[config.mk]
export PLATFORM = sky130hd
export DESIGN_NAME = spq_ctrl
export DESIGN_NICKNAME = d
export VERILOG_FILES = /design/src/rtl/spq_pkg.sv /design/src/rtl/spq_ctrl.sv
export SDC_FILE = /design/constraint.sdc
export NUM_CORES = 1
export LEC_CHECK = 0
export ABC_AREA = 1
export BUFFER_PORTS_ARGS = -buffer_cell sky130_fd_sc_hd__buf_2
export CAP_MARGIN = 5
export CORE_AREA = 2 2 257 259
export CTS_CLUSTER_DIAMETER = 80
export DETAILED_ROUTE_END_ITERATION = 16
export DIE_AREA = 0 0 259 261
export HOLD_SLACK_MARGIN = 0.05
export RECOVER_POWER = 50
export SLEW_MARGIN = 20
export SYNTH_ARGS = -nofsm -noshare
export SYNTH_HDL_FRONTEND = slang
export SYNTH_SLANG_ARGS = --single-unit
[constraint.sdc]
create_clock -name clk -period 6 [get_ports clk]
set_clock_uncertainty 0.05 [all_clocks]
set_input_delay 0.3 -clock clk [delete_from_list [all_inputs] [get_ports clk]]
set_output_delay 0.3 -clock clk [all_outputs]
set_load 0.05 [all_outputs]
[src/rtl/spq_pkg.sv]
`default_nettype none

package spq_pkg;

  // queue geometry
  localparam int QDEPTH = 64;
  localparam int CNT_W  = $clog2(QDEPTH + 1);

  // append stores 1.0 as the fine key (Q8.8)
  localparam logic [15:0] FINE_ONE = 16'd256;

  typedef logic [CNT_W-1:0] cnt_t;

  // one stored entry
  typedef struct packed {
    logic [31:0] level;
    logic [15:0] fine;
    logic [31:0] tag;
  } entry_t;

  localparam int ENTRY_W = $bits(entry_t);

  // per-cell compare results against the accepted beat
  typedef struct packed {
    logic ge;
    logic match;
  } cell_flag_t;

  // per-cell update command
  typedef enum logic [1:0] {
    CMD_HOLD,
    CMD_LOAD,
    CMD_LEFT,
    CMD_RIGHT
  } cell_cmd_t;

  // operation codes
  typedef enum logic [2:0] {
    MODE_INSERT   = 3'd0,
    MODE_APPEND   = 3'd1,
    MODE_POP_HEAD = 3'd2,
    MODE_POP_TAIL = 3'd3,
    MODE_REMOVE   = 3'd4,
    MODE_CLEAR    = 3'd5
  } mode_t;

  // result status codes
  typedef enum logic [1:0] {
    ST_OK       = 2'd0,
    ST_EMPTY    = 2'd1,
    ST_FULL     = 2'd2,
    ST_NO_MATCH = 2'd3
  } status_t;

  // control sequencer states
  typedef enum logic {
    S_IDLE,
    S_EXEC
  } fsm_t;

endpackage

`default_nettype wire

[src/rtl/spq_ctrl.sv]
`default_nettype none

module spq_ctrl (
  input  wire                     clk,
  input  wire                     rst_n,
  input  wire                     in_valid,
  output logic                    in_ready,
  input  wire  [2:0]              in_mode,
  input  wire  [31:0]             in_key_level,
  input  wire  [15:0]             in_key_fine,
  input  wire  [31:0]             in_payload,
  input  wire                     out_ready,
  output logic                    out_valid,
  output logic [31:0]             out_payload,
  output logic [31:0]             out_level,
  output logic [15:0]             out_fine,
  output logic [1:0]              out_status,
  output logic [6:0]              out_entry_count,
  input  spq_pkg::cell_flag_t     flags [spq_pkg::QDEPTH],
  input  spq_pkg::entry_t         sel_data,
  output logic                    flag_load,
  output spq_pkg::cell_cmd_t      cmd [spq_pkg::QDEPTH],
  output spq_pkg::entry_t         new_entry,
  output logic [spq_pkg::QDEPTH-1:0] sel
);

  spq_pkg::fsm_t    state_r;
  spq_pkg::fsm_t    state_nxt;
  logic             go;
  logic [2:0]       mode_r;
  spq_pkg::entry_t  new_r;
  spq_pkg::cnt_t    count_r;
  spq_pkg::cnt_t    cnt_nxt;
  spq_pkg::cnt_t    cnt_m1;
  spq_pkg::status_t st;
  logic             full;
  logic             empty;

  logic [spq_pkg::QDEPTH-1:0] vld;
  logic [spq_pkg::QDEPTH-1:0] ge_v;
  logic [spq_pkg::QDEPTH-1:0] m_v;
  logic [spq_pkg::QDEPTH-1:0] after;
  logic [spq_pkg::QDEPTH-1:0] after_prev;
  logic [spq_pkg::QDEPTH-1:0] pre;
  logic [spq_pkg::QDEPTH-1:0] pre_prev;
  logic [spq_pkg::CNT_W+6:0]  cnt_ext;

  logic             out_valid_r;
  logic [31:0]      out_payload_r;
  logic [31:0]      out_level_r;
  logic [15:0]      out_fine_r;
  spq_pkg::status_t out_status_r;
  logic [6:0]       out_entry_count_r;

  // sequencer: accept in idle, commit once the output register is free
  always_comb begin
    state_nxt = state_r;
    in_ready  = 1'b0;
    go        = 1'b0;
    unique case (state_r)
      spq_pkg::S_IDLE: begin
        in_ready = 1'b1;
        if (in_valid) begin
          state_nxt = spq_pkg::S_EXEC;
        end
      end
      spq_pkg::S_EXEC: begin
        if (!out_valid_r || out_ready) begin
          go        = 1'b1;
          state_nxt = spq_pkg::S_IDLE;
        end
      end
      default: state_nxt = spq_pkg::S_IDLE;
    endcase
  end

  assign flag_load = in_valid && in_ready;
  assign new_entry = new_r;

  // occupancy mask and masked flag vectors
  always_comb begin
    for (int i = 0; i < spq_pkg::QDEPTH; i++) begin
      vld[i]  = spq_pkg::cnt_t'(i) < count_r;
      ge_v[i] = flags[i].ge & vld[i];
      m_v[i]  = flags[i].match & vld[i];
    end
    // after: some entry at or behind this place is not greater than the key
    // pre: some entry at or ahead of this place matches the tag
    for (int i = 0; i < spq_pkg::QDEPTH; i++) begin
      after[i] = |(ge_v >> i);
      pre[i]   = |(m_v << (spq_pkg::QDEPTH - 1 - i));
    end
    after_prev = {after[spq_pkg::QDEPTH-2:0], 1'b1};
    pre_prev   = {pre[spq_pkg::QDEPTH-2:0], 1'b0};
  end

  assign full   = (count_r >= spq_pkg::cnt_t'(spq_pkg::QDEPTH));
  assign empty  = (count_r == '0);
  assign cnt_m1 = count_r - spq_pkg::cnt_t'(1);

  // per-cell commands, selection and status
  always_comb begin
    for (int i = 0; i < spq_pkg::QDEPTH; i++) begin
      cmd[i] = spq_pkg::CMD_HOLD;
    end
    sel     = '0;
    st      = spq_pkg::ST_OK;
    cnt_nxt = count_r;
    if (go) begin
      case (mode_r)
        spq_pkg::MODE_INSERT: begin
          if (full) begin
            st = spq_pkg::ST_FULL;
          end else begin
            for (int i = 0; i < spq_pkg::QDEPTH; i++) begin
              if (after[i]) begin
                cmd[i] = spq_pkg::CMD_HOLD;
              end else if (after_prev[i]) begin
                cmd[i] = spq_pkg::CMD_LOAD;
              end else begin
                cmd[i] = spq_pkg::CMD_LEFT;
              end
            end
            cnt_nxt = count_r + spq_pkg::cnt_t'(1);
          end
        end
        spq_pkg::MODE_APPEND: begin
          if (full) begin
            st = spq_pkg::ST_FULL;
          end else begin
            for (int i = 0; i < spq_pkg::QDEPTH; i++) begin
              if (spq_pkg::cnt_t'(i) == count_r) begin
                cmd[i] = spq_pkg::CMD_LOAD;
              end
            end
            cnt_nxt = count_r + spq_pkg::cnt_t'(1);
          end
        end
        spq_pkg::MODE_POP_HEAD: begin
          if (empty) begin
            st = spq_pkg::ST_EMPTY;
          end else begin
            for (int i = 0; i < spq_pkg::QDEPTH; i++) begin
              cmd[i] = spq_pkg::CMD_RIGHT;
            end
            sel[0]  = 1'b1;
            cnt_nxt = cnt_m1;
          end
        end
        spq_pkg::MODE_POP_TAIL: begin
          if (empty) begin
            st = spq_pkg::ST_EMPTY;
          end else begin
            for (int i = 0; i < spq_pkg::QDEPTH; i++) begin
              sel[i] = (spq_pkg::cnt_t'(i) == cnt_m1);
            end
            cnt_nxt = cnt_m1;
          end
        end
        spq_pkg::MODE_REMOVE: begin
          if (empty) begin
            st = spq_pkg::ST_EMPTY;
          end else if (!(|m_v)) begin
            st = spq_pkg::ST_NO_MATCH;
          end else begin
            for (int i = 0; i < spq_pkg::QDEPTH; i++) begin
              sel[i] = pre[i] & ~pre_prev[i];
              if (pre[i]) begin
                cmd[i] = spq_pkg::CMD_RIGHT;
              end
            end
            cnt_nxt = cnt_m1;
          end
        end
        spq_pkg::MODE_CLEAR: begin
          cnt_nxt = '0;
        end
        default: begin
          cnt_nxt = count_r;
        end
      endcase
    end
  end

  assign cnt_ext = {7'd0, cnt_nxt};

  // control registers
  always_ff @(posedge clk) begin
    if (!rst_n) begin
      state_r     <= spq_pkg::S_IDLE;
      count_r     <= '0;
      out_valid_r <= 1'b0;
    end else begin
      state_r <= state_nxt;
      count_r <= cnt_nxt;
      if (go) begin
        out_valid_r <= 1'b1;
      end else if (out_ready) begin
        out_valid_r <= 1'b0;
      end
    end
  end

  // operand capture and result register
  always_ff @(posedge clk) begin
    if (flag_load) begin
      mode_r        <= in_mode;
      new_r.level   <= in_key_level;
      new_r.tag     <= in_payload;
      new_r.fine    <= (in_mode == spq_pkg::MODE_APPEND) ? spq_pkg::FINE_ONE : in_key_fine;
    end
    if (go) begin
      out_payload_r     <= sel_data.tag;
      out_level_r       <= sel_data.level;
      out_fine_r        <= sel_data.fine;
      out_status_r      <= st;
      out_entry_count_r <= cnt_ext[6:0];
    end
  end

  assign out_valid       = out_valid_r;
  assign out_payload     = out_payload_r;
  assign out_level       = out_level_r;
  assign out_fine        = out_fine_r;
  assign out_status      = out_status_r;
  assign out_entry_count = out_entry_count_r;

endmodule

`default_nettype wire

==> results_dict.tcl <==
set metrics [dict create \
    outcome "complete, but fails checks" \
    violations "max-capacitance violations, max-slew violations" \
    ctsResizeCount 0 \
    slew_violations 20 \
    synth-adder-area-share_pct 0.7438 \
    hold_buffers 142 \
    die_area_mm2 0.06760 \
    yosysMostFrequentCell "nand2_1" \
    hp-class "in -> reg" \
    die_h_um 261 \
    internal_power_uw 2502 \
    synthArstFlopShare_pct 0 \
    cts_tree "done" \
    synth_top_cells_by_count "nand2_1, nor2_1, inv_1" \
    synth_area_mm2 0.01346 \
    grt_remaining_overflow 0 \
    synth-xor-area-share_pct 0.2603 \
    max-slew-margin-rel_pct -32.85 \
    antenna_left 0 \
    synthMuxAreaShare_pct 0 \
    arrival_ps 4880 \
    grt_usage_pct 26.72 \
    synth_top_area_share_pct 38.38 \
    dp_cells 3427 \
    setup_tns_ps 0 \
    path_max_fanout 16 \
    postCtsSetupRepairBufs 0 \
    ir_drop_mv 0.1512 \
    portBuffers 658 \
    layout.nets 3027 \
    pwr-share-comb_pct 43.8 \
    synth_edf_count 172 \
    setup_violations 0 \
    grt_max_degree 98 \
    antenna_found_initial 21 \
    drc 0 \
    rr_endpoint "out_entry_count[0]" \
    clk_pin_slew_ps 80 \
    r2r-start "count_r[3]" \
    ioPinCount 659 \
    synthCells 1956 \
    p_leak_uw 0.009432 \
    yosys-top-cells-area "edfxtp_1, nand2_1, nor2_1" \
    utilization_pct 29.81 \
    wl_met1_um 40220 \
    drive_gt1_share_pct 21.81 \
    cts-htree-levels 4 \
    hpwl_um 81390 \
    cp-startpoint "count_r[3]" \
    core_mm2 0.06504 \
    rsz0062_at_grt "no" \
    synth-simple-area-share_pct 38.82 \
    cts_inserted_buffers 17 \
    initial_core_util_pct 20.69 \
    cts_max_path_buffers 2 \
    syn_area_per_cell_um2 6.880 \
    totalWireLength_um 96380 \
    grt_pass1_vias 16940 \
    critPathLaunchType "flop" \
    end_kind "primary output" \
    yosysWarnings 0 \
    dr.pass1.iters 9 \
    max_freq_ghz 0.1912 \
    seqPwrFrac_pct 32.4 \
    sw_frac_of_total_pct 47.15 \
    area_growth_pct 44.09 \
    synth_compound_gate_area_share_pct 11.17 \
    row_count 94 \
    tightest_slew_ps 1985 \
    endpoint "cmd[120]" \
    synth_cell_type_count 55 \
    vias_per_cell 5.041 \
    wl_met3_um 12690 \
    wl_per_cell_um 26.69 \
    reg2reg_slack_ps 1760 \
    maxCapViolCount 1 \
    ys_ff_latch 181 \
    switchingPower_uw 2232 \
    ys_seq_area_share_pct 39.72 \
    maxUsedRoutingLayer "met5" \
    layout_min_cycle_time_ps 5230 \
    p_per_area_mw_per_mm2 244.1 \
    gp_congestion 1.073 \
    syn_nets 2259 \
    clockPowerShare_pct 23.8 \
    crit_type "reg -> out" \
    synthFlopType "edfxtp_1" \
    timing.final.hold_violations 0 \
    cp.required_ps 5650 \
    dr.first_iter.drc_count 2597 \
    fp.dieW_um 259 \
    clk_latency_ps 440 \
    stdcell_count 3611 \
    cts_sinks 181 \
    vias 18200 \
    cts_root_buf "clkbuf_16" \
    grt_first_pass_wirelength_um 127400 \
    yosys.area.top_type "edfxtp_1" \
    reg2reg_depth 13 \
    synth_top_family_by_area "simple AND/OR/NAND/NOR gates" \
    met2WireLength_um 39720 \
    finalCritPeriodShare_pct 87.17 \
]
logic make-up after synthesis:
kind of cell	count (synthesis)
simple gates	1192
compound gates	268
fa+ha+maj	8
buf+inv	303
xor+xnor	4
flops	181
layout by cell type (no fill, tap or decap), types with 17 or more instances in the layout:
master / netlist / layout
a21oi_1: 118 / 118
a31oi_1: 21 / 21
buf_2: 18 / 450
buf_4: 5 / 22
clkbuf_1: 39 / 209
clkbuf_16: 0 / 17
dlygate4sd3_1: 0 / 142
edfxtp_1: 172 / 172
inv_1: 208 / 207
inv_2: 18 / 17
nand2_1: 560 / 559
nand3_1: 187 / 187
nand4_1: 49 / 49
nor2_1: 291 / 291
nor2_2: 21 / 21
nor3_1: 29 / 29
o21ai_0: 63 / 63
o21ai_1: 23 / 22
flip-flops by register name (all words and copies together), names as in the netlist:
signal           count
new_entry           80
out_level           32
out_payload         32
out_fine            16
count_r              7
out_entry_count      7
mode_r               3
out_status           2
out_valid            1
state_r              1
power groups by stage:
stage | Clock [uW] | Combinational [uW] | Sequential [uW]
after floorplan | 0 | 1030 | 1790
after global placement | 0 | 1970 | 1550
after detailed placement | 0 | 1950 | 1550
after CTS | 1150 | 2040 | 1530
after global routing | 1200 | 2170 | 1540
final | 1130 | 2070 | 1530
stage by stage:
stage	total power (uW)	hold slack [ps]	worst slack (ps)	instance area [um^2]
after global placement	3523	426.3	1536	17650
after CTS	4715	53.79	1004	19640
after global routing	4904	75.11	652.4	19370
final	4734	77.32	769.9	19390
after floorplan	2818	348.9	939.0	13460
after detailed placement	3507	428.1	1503	17650
routing by layer:
metal	global-route usage [%]	vias to the layer above
li1	-	8030
met1	36.65	8678
met2	38.09	1291
met3	10.44	181
met4	8.735	22
met5	0	-
critical path, cell delays in order (launching register included):
cell and delay, ps:
dfxtp_1 890, clkinv_2 310, nor2_1 590, nand2_1 210, nand3_1 150, nand2_1 130
nor2_2 190, nand3_1 160, nor2_4 330, nand4_1 290, nor2_1 410, nand3b_1 120
a21oi_1 320, buf_2 340
area by class of cell:
| class | count | area (um^2) |
|---|---|---|
| multi-input cells | 1472 | 6877 |
| clock inverters | 14 | 140.1 |
| clock buffers | 18 | 429.2 |
| inverters | 229 | 869.6 |
| repair buffers | 823 | 4624 |
| fillers | 7388 | 45650 |
| flip-flops and latches | 181 | 5345 |
| diodes | 10 | 25.02 |
| well taps | 864 | 1081 |
worst min path at each step:
stage | from | end | slack (ps) | depth (start not counted)
finish | in_key_fine[11] | new_entry[43] | 80 | 3
detailed placement | sel_data[49] | out_level[1] | 430 | 1
global placement | sel_data[14] | out_payload[14] | 430 | 1
global route | in_key_fine[11] | new_entry[43] | 80 | 3
CTS | in_key_fine[1] | new_entry[33] | 50 | 3
floorplan | in_mode[0] | mode_r[0] | 350 | 0
No activity file was read; power rests on OpenSTA's default activity.
