File: config.mk
export PLATFORM = sky130hd
export DESIGN_NAME = spq_cell
export DESIGN_NICKNAME = d
export VERILOG_FILES = /design/src/rtl/spq_pkg.sv /design/src/rtl/spq_cell.sv
export SDC_FILE = /design/constraint.sdc
export NUM_CORES = 1
export LEC_CHECK = 0
export ABC_AREA = 1
export BUFFER_PORTS_ARGS = -buffer_cell sky130_fd_sc_hd__buf_2
export CELL_PAD_IN_SITES_DETAIL_PLACEMENT = 1
export CELL_PAD_IN_SITES_GLOBAL_PLACEMENT = 2
export CORE_MARGIN = 8
export CORE_UTILIZATION = 21
export DETAILED_ROUTE_END_ITERATION = 8
export PLACE_DENSITY_LB_ADDON = 0.1
export SYNTH_ARGS = -nofsm -noshare
export SYNTH_HDL_FRONTEND = slang
export SYNTH_SLANG_ARGS = --single-unit
export TNS_END_PERCENT = 1
File: constraint.sdc
create_clock -name clk -period 2.4 [get_ports clk]
set_input_delay 0.6 -clock clk [delete_from_list [all_inputs] [get_ports clk]]
set_output_delay 0.6 -clock clk [all_outputs]
set_load 0.005 [all_outputs]
File: src/rtl/spq_pkg.sv
`default_nettype none

package spq_pkg;

  // queue geometry
  localparam int QDEPTH = 64;
  localparam int CNT_W  = $clog2(QDEPTH + 1);

  // append stores 1.0 as the fine key (Q8.8)
  localparam logic [15:0] FINE_ONE = 16'd256;

  typedef logic [CNT_W-1:0] cnt_t;

  // one stored entry
  typedef struct packed {
    logic [31:0] level;
    logic [15:0] fine;
    logic [31:0] tag;
  } entry_t;

  localparam int ENTRY_W = $bits(entry_t);

  // per-cell compare results against the accepted beat
  typedef struct packed {
    logic ge;
    logic match;
  } cell_flag_t;

  // per-cell update command
  typedef enum logic [1:0] {
    CMD_HOLD,
    CMD_LOAD,
    CMD_LEFT,
    CMD_RIGHT
  } cell_cmd_t;

  // operation codes
  typedef enum logic [2:0] {
    MODE_INSERT   = 3'd0,
    MODE_APPEND   = 3'd1,
    MODE_POP_HEAD = 3'd2,
    MODE_POP_TAIL = 3'd3,
    MODE_REMOVE   = 3'd4,
    MODE_CLEAR    = 3'd5
  } mode_t;

  // result status codes
  typedef enum logic [1:0] {
    ST_OK       = 2'd0,
    ST_EMPTY    = 2'd1,
    ST_FULL     = 2'd2,
    ST_NO_MATCH = 2'd3
  } status_t;

  // control sequencer states
  typedef enum logic {
    S_IDLE,
    S_EXEC
  } fsm_t;

endpackage

`default_nettype wire

File: src/rtl/spq_cell.sv
`default_nettype none

module spq_cell (
  input  wire                    clk,
  input  wire                    flag_load,
  input  wire  [31:0]            key_level,
  input  wire  [15:0]            key_fine,
  input  wire  [31:0]            key_tag,
  input  spq_pkg::cell_cmd_t     cmd,
  input  spq_pkg::entry_t        new_entry,
  input  spq_pkg::entry_t        left_entry,
  input  spq_pkg::entry_t        right_entry,
  output spq_pkg::entry_t        q,
  output spq_pkg::cell_flag_t    flag
);

  spq_pkg::entry_t     entry_r;
  spq_pkg::entry_t     entry_nxt;
  spq_pkg::cell_flag_t flag_r;
  spq_pkg::cell_flag_t flag_nxt;

  // key compare: new key not less than the held key, and tag match
  always_comb begin
    flag_nxt.ge    = {key_level, key_fine} >= {entry_r.level, entry_r.fine};
    flag_nxt.match = (key_tag == entry_r.tag);
  end

  // entry update from the command
  always_comb begin
    case (cmd)
      spq_pkg::CMD_LOAD:  entry_nxt = new_entry;
      spq_pkg::CMD_LEFT:  entry_nxt = left_entry;
      spq_pkg::CMD_RIGHT: entry_nxt = right_entry;
      default:            entry_nxt = entry_r;
    endcase
  end

  always_ff @(posedge clk) begin
    entry_r <= entry_nxt;
    if (flag_load) begin
      flag_r <= flag_nxt;
    end
  end

  assign q    = entry_r;
  assign flag = flag_r;

endmodule

`default_nettype wire

==> results of run 1 <==
-- worst min path at each step --
stage | from | endpoint | depth (start not counted)
floorplan | flag_load | flag[0] | 0
CTS | flag_load | flag[1] | 1
finish | flag_load | flag[0] | 1
global route | flag_load | flag[0] | 1
global placement | flag_load | flag[0] | 1
detailed placement | flag_load | flag[1] | 1
-- layout make-up --
| cell class | instances | area share (%) |
|---|---|---|
| Clock inverter | 6 | 0.4030 |
| Antenna cell | 4 | 0.1194 |
| Tap cell | 341 | 5.090 |
| Timing Repair Buffer | 411 | 25.07 |
| Inverter | 71 | 3.209 |
| Multi-Input combinational cell | 533 | 34.00 |
| Sequential cell | 82 | 29.37 |
| Clock buffer | 10 | 2.731 |
-- worst register-to-register path: stages, from the launching register on --
cell and delay [ns]:
edfxtp_1 0.46, inv_1 0.08, ha_1 0.30, a21oi_1 0.16, o21ai_0 0.10, a21oi_1 0.13
nand2_1 0.07, nor2_1 0.12, nand2_1 0.07
-- cell usage in the layout (no fill, tap or decap) --
master      Yosys  routed
nand2_1       219     219
nand3_1       162     162
buf_4           1       6
buf_12          0       2
buf_2           9     403
clkbuf_1       20       1
nor3_1          3       3
or2_4           0       1
ha_1           48      48
o21ai_0         4       4
or2_2           4       3
clkinv_4        0       1
clkinv_1        0       2
inv_4           1       1
a21o_1          3       3
nor2_4          1       1
inv_1          70      70
clkbuf_16       0       9
clkinv_2        0       2
o21a_1          1       1
diode_2         0       4
a21oi_1        22      22
xor2_1          5       5
xnor2_1        20      20
nand4_1        11      11
clkinvlp_4      0       1
edfxtp_1       82      82
nor2_1         29      29
nor4_1          1       1
-- per-layer routing --
metal / track usage (%) / vias to the layer above / share of wire [%]
met5: 0 / - / 0.27
met4: 4.493 / 14 / 1.4
met3: 6.700 / 31 / 8.8
met2: 30.17 / 256 / 48
met1: 19.03 / 2917 / 41
li1: - / 3197 / -
-- flip-flops by register name, indices dropped and copies added, names as in the netlist --
register	cells
flag	2
q	80
-- power groups by stage --
| stage | Combinational [mW] | Clock (mW) | Sequential [mW] |
|---|---|---|---|
| 2_1_floorplan | 0.557 | 0 | 1.92 |
| 3_3_place_gp | 1.25 | 0 | 1.93 |
| 3_5_place_dp | 1.25 | 0 | 1.94 |
| 4_1_cts | 1.26 | 1.40 | 1.90 |
| 5_1_grt | 1.40 | 1.43 | 1.92 |
| 6_report | 1.22 | 1.33 | 1.90 |
-- kinds of logic after synthesis --
family,Yosys count
flops,82
simple gates,430
xor+xnor,25
compound gates,30
buf+inv,105
fa+ha+maj,48
-- metrics by stage --
stage	cells	worst slack [ns]	power [mW]	hold slack, ns	area (sq um)
final	1458	0.5801	4.444	0.4843	8383
after global routing	1456	0.4327	4.754	0.4770	8378
after CTS	1454	0.5275	4.559	0.4627	8373
after detailed placement	1438	0.1425	3.190	0.8322	8110
after global placement	1438	0.1622	3.178	0.8216	8110
after floorplan	720	0.1692	2.481	0.7125	5722
==> results.md, run 1 <==
- Final Cycle Share: approximately three quarters
- Post-synthesis sequential area ratio: a little over two fifths
- Post-Synth Adder-Cell Area: approximately a tenth
- Peak VDD IR: approximately 0.00021 V
- Largest area contributor in the netlist: edfxtp_1
- Reg2reg start: q[77]
- Synth cell count leaders: nand2_1, nand3_1, edfxtp_1
- Storage element area: ~2500 sq um
- Post-CTS Setup Bufs: 0
- Detailed Place HPWL: between 20 and 25 mm
- Via density: between 4 and 5
- Clock Root Buffer: clkbuf_16
- Crit. End Element: register
- Multi-input logic area: about 2900 sq um
- Asr flop ratio synth: 0%
- Post-CTS sizing: 0
- Share of cells above drive strength 1: about two fifths
- Via Count: 6,415
- Top cells by area, synth: edfxtp_1, nand2_1, nand3_1, ha_1, inv_1
- Fill count: roughly 3,400
- WL final: roughly 29 mm
- Crit path largest cell delay: about 0.76 ns
- PortBufs: between 400 and 500
- Compound-Gate Fraction of Synth Area: under 10%
- GR Overflow Total: 0
- NetSw: 1.389 mW
- DR DRC count: 0
- Worst Setup Start Kind: primary input
- R2R Path End: flag[1]
- Simple-gate share of the synthesized area: approximately a third
- Core ar.: 26,880 sq um
- Syn_area_per_cell: 7.947 sq um
- GPL Wtd Cong: about 0.73
- Syn Nets: between 1,000 and 1,500
- Clock-pin slew on the worst setup and hold paths: 0.06 ns
- Reg2reg path depth: 8
- Synth warnings: 0
- CTS tree: yes
- Critical path type: primary input to register
- Max Cap Violations: 0
- Antenna-violating nets left: 0
- Critical path cell sequence: buf_4 > nor2_4 > buf_12 > nand2_1 > nand3_1
- DIE HEIGHT: 181.1 um
- Leak: roughly 4.4 nW
- Switching share of power: between 30% and 40%
- Mux share of post-synthesis cell area: 0%
- IO Count: 406
- Clk pwr share: between 20 and 30%
- Bufs and invs on worst path: 2
- Stages on worst setup path: 5
- Comb pwr share: around 27%
- Worst Setup SP: cmd[0]
- RSZ-0062 raised after global routing: false
- Die area: roughly 33,000 sq um
- Hold Path Class: primary input to register
- Tot GR Track Use: 17.14%
- Worst-Margin Slew: ~1.0 ns
- WP data arrival: a little over 2 ns
- Worst path slowest cell: nor2_4
- Pre-antenna DRT Iters: 4
- Slew Limit Fails: 0
- CP Max Fanout: 46
- Final setup fails: 0
- Post-Syn Instances: roughly 700
- Synth Area in XOR/XNOR: ~3.8%
- Synth top area share: a little over two fifths
- Most used standard cell by instance count after synthesis: nand2_1
- Register share of total power: a little over two fifths
- Die width: around 180 um
- Fin crit period: approximately 1.8 ns
- Initial DRC Count: 199
- Clock latency on the worst-skew pair: between 0.3 and 0.4 ns
- Number of synthesized flops with an enable pin: 82
- CTS H-tree lvls: 3
- Rows: 60
- Final Hold Vio Count: 0
- Total Neg Setup Slack: 0 ns
- DR WL/cell: between 15 and 20 um
- Peak Freq: roughly 0.55 GHz
- Skew final: approximately 0.012 ns
- Crit path capture: q[39]
- Clk buf depth: 2
- Outcome: finished clean
- Critical path's top delay family: simple AND/OR/NAND/NOR gates
- # hold bufs at CTS: 0
- Final core utilization: a little over 30%
- Relative slew slack: 31.56%
- Largest net degree at the start of global routing: 81
- Area delta synth->final: 46.51%
- TritonCTS Buffers: 9
- Worst endpoint required time: roughly 2.6 ns
- Cell area power density: approximately 530 nW/um^2
- Yosys cell types: 22
- Final nets: 1,480
- Largest family of logic cells by synthesized area: simple AND/OR/NAND/NOR gates
- Main flop type after synthesis: edfxtp_1
- Initial antenna violation count: 10
- Initial Utilization: between 20% and 30%
- Pint: 3.055 mW
- R2R setup slack: around 0.68 ns
- Vias in the first global route: between 7,000 and 8,000
- Sink Count: between 80 and 90
- Cell Area, Synth: about 5700 sq um
- First-pass GRT wire length: 43.14 mm
- Yosys reg bits: 82
No activity file was read; power rests on OpenSTA's default activity.
==> run 2: changes to the inputs <==
==> constraint.sdc (replaced) <==
create_clock -name clk -period 1.9 [get_ports clk]
set_input_delay 0.475 -clock clk [delete_from_list [all_inputs] [get_ports clk]]
set_output_delay 0.475 -clock clk [all_outputs]
set_load 0.005 [all_outputs]
==> run 2 against run 1 <==
- setup slack lost 0.36 ns
- critical endpoint is now flag[1]
- via count grew 1.8%
- largest cell class unchanged
- critical path depth grew 5
- wire length grew 3.3%
- sequential power grew 26%
- final cell count grew 1.0%
==> results.md, run 2 (synthesis results as in run 1) <==
- Outcome: finished clean
- Max Cap Violations: 0 (unchanged)
- PortBufs: 405 (unchanged)
- R2R setup slack: 0.22 ns (-0.46 ns)
- Total power draw: 5.662 mW (+27%)
- # hold bufs at CTS: 0 (unchanged)
- Worst Setup Start Kind: register
- Fin crit period: 1.677 ns
- Worst endpoint required time: 2.12 ns (-0.48 ns)
- TritonCTS Buffers: 9 (unchanged)
- Worst Setup SP: q[77]
- Die area: 32,780 sq um (unchanged)
- Relative slew slack: 39.37% (+7.8 points)
- Vias in the first global route: 7,275 (+0.80%)
- Largest register FFs: 80 (unchanged)
- Post-CTS sizing: 0 (unchanged)
- CTS H-tree lvls: 3 (unchanged)
- Share of cells above drive strength 1: 39.32% (+0.69 points)
- Clk buf depth: 2 (unchanged)
- Via Count: 6,531 (+1.8%)
- R2R Path End: flag[1]
- DIE HEIGHT: 181.1 um (unchanged)
- Area delta synth->final: 48.55%
- Final setup fails: 0 (unchanged)
- Via density: 4.434 (+0.77%)
- GPL Wtd Cong: 0.7565 (+3.5%)
- WP data arrival: 1.90 ns (-0.12 ns)
- Clock-pin slew on the worst setup and hold paths: 0.07 ns (about the same)
- Clock Root Buffer: clkbuf_16
- Most frequent cells in the layout: buf_2, nand2_1, nand3_1
- GR Overflow Total: 0 (unchanged)
- Final nets: 1,491 (+0.74%)
- Skew final: 0.007670 ns (-0.003999 ns)
- Leak: 4.433 nW (+1.5%)
- CP Max Fanout: 3 (-93%)
- Worst-Margin Slew: 0.9073 ns (-0.1192 ns)
- RSZ-0062 raised after global routing: false
- Initial Utilization: 21.29% (unchanged)
- Crit. End Element: register
- Initial antenna violation count: 16 (+6)
- Final Hold Vio Count: 0 (unchanged)
- Hold Path Class: primary input to register
- Final Cycle Share: between 80% and 90%
- Most common cell after layout, fill and taps aside: buf_2
- Rows: 60 (unchanged)
- Critical path type: register to register
- Reg2reg start: q[77]
- Largest net degree at the start of global routing: 52 (-36%)
- Reg2reg path depth: 10 (+2)
- Sink Count: 82 (unchanged)
- IO Count: 406 (unchanged)
- Core ar.: 26,880 sq um (unchanged)
- Peak VDD IR: 0.0003420 V (+59%)
- DR DRC count: 0 (unchanged)
- Peak Freq: around 0.6 GHz
- Fin Hold WS: 0.3413 ns (-0.1430 ns)
- Initial DRC Count: 188 (-5.5%)
- Tot GR Track Use: 17.57% (+0.43 points)
- Cell area power density: 666.2 nW/um^2 (+26%)
- Slew Limit Fails: 0 (unchanged)
- Die width: 181.1 um (unchanged)
- CTS tree: yes
- Crit path capture: flag[1]
- WL final: 29.52 mm (+3.3%)
- Post-CTS Setup Bufs: 0 (unchanged)
- Detailed Place HPWL: 24.64 mm (+7.4%)
- Pre-antenna DRT Iters: 4 (unchanged)
- DR WL/cell: 20.04 um (+2.2%)
- First-pass GRT wire length: 43.75 mm (+1.4%)
- Antenna-violating nets left: 0 (unchanged)
- Clock latency on the worst-skew pair: 0.36 ns (about the same)
-- run 2: changes by cell type in the layout (fill, tap and decap cells not counted) --
cell and change:
buf_4 +8, diode_2 +4, buf_12 +2, clkinv_1 -2, buf_2 +1, clkbuf_1 +1, clkinv_2 +1
-- run 2: cell type report --
cell class	instances	area [sq um]
fill	3400	18380
multi-input combinational	533	2850
sequential	82	2462
timing repair buffer	422	2207
tap	341	426.7
inverter	71	269.0
clock buffer	11	232.7
clock inverter	5	31.28
antenna	8	20.02
-- run 2: worst max-delay path, cell delays in order (launching register included) --
cell      delay [ns]
edfxtp_1        0.45
inv_1           0.07
ha_1            0.30
nand4_1         0.12
nor2_1          0.17
nand2_1         0.12
nor2_1          0.11
nand2_1         0.06
nand2_1         0.06
nor2_1          0.04
nand2_1         0.05
-- run 2: report_power, final --
group / internal (mW) / switching [mW] / total [mW]
Combinational: 0.745 / 0.824 / 1.57
Clock: 0.885 / 0.807 / 1.69
Sequential: 2.25 / 0.148 / 2.40
-- run 2: worst min path at each step --
stage,start,end,slack [ns],cells after the start
global route,flag_load,flag[0],0.33,1
global placement,flag_load,flag[1],0.69,1
floorplan,flag_load,flag[0],0.59,0
CTS,flag_load,flag[0],0.32,1
finish,flag_load,flag[1],0.34,1
detailed placement,flag_load,flag[0],0.70,1
-- run 2: routing by layer --
layer / global-route usage (%) / share of wire [%] / vias up
met5: 0 / 0.36 / -
met4: 4.198 / 1.4 / 18
met3: 7.523 / 9.4 / 35
met2: 32.43 / 51 / 275
met1: 18.07 / 38 / 2979
li1: - / - / 3224
-- run 2: metrics by stage --
step	cell area (sq um)	util (%)	worst slack (ns)	TNS [ns]	instances
2_1_floorplan	5724	-	0.1871	0	720
3_3_place_gp	8215	30.57	-0.08413	-1.572	1449
3_5_place_dp	8215	30.57	-0.1239	-3.394	1449
4_1_cts	8479	31.55	0.1333	0	1465
5_1_grt	8497	31.62	0.01221	0	1472
6_report	8499	31.62	0.2235	0	1473
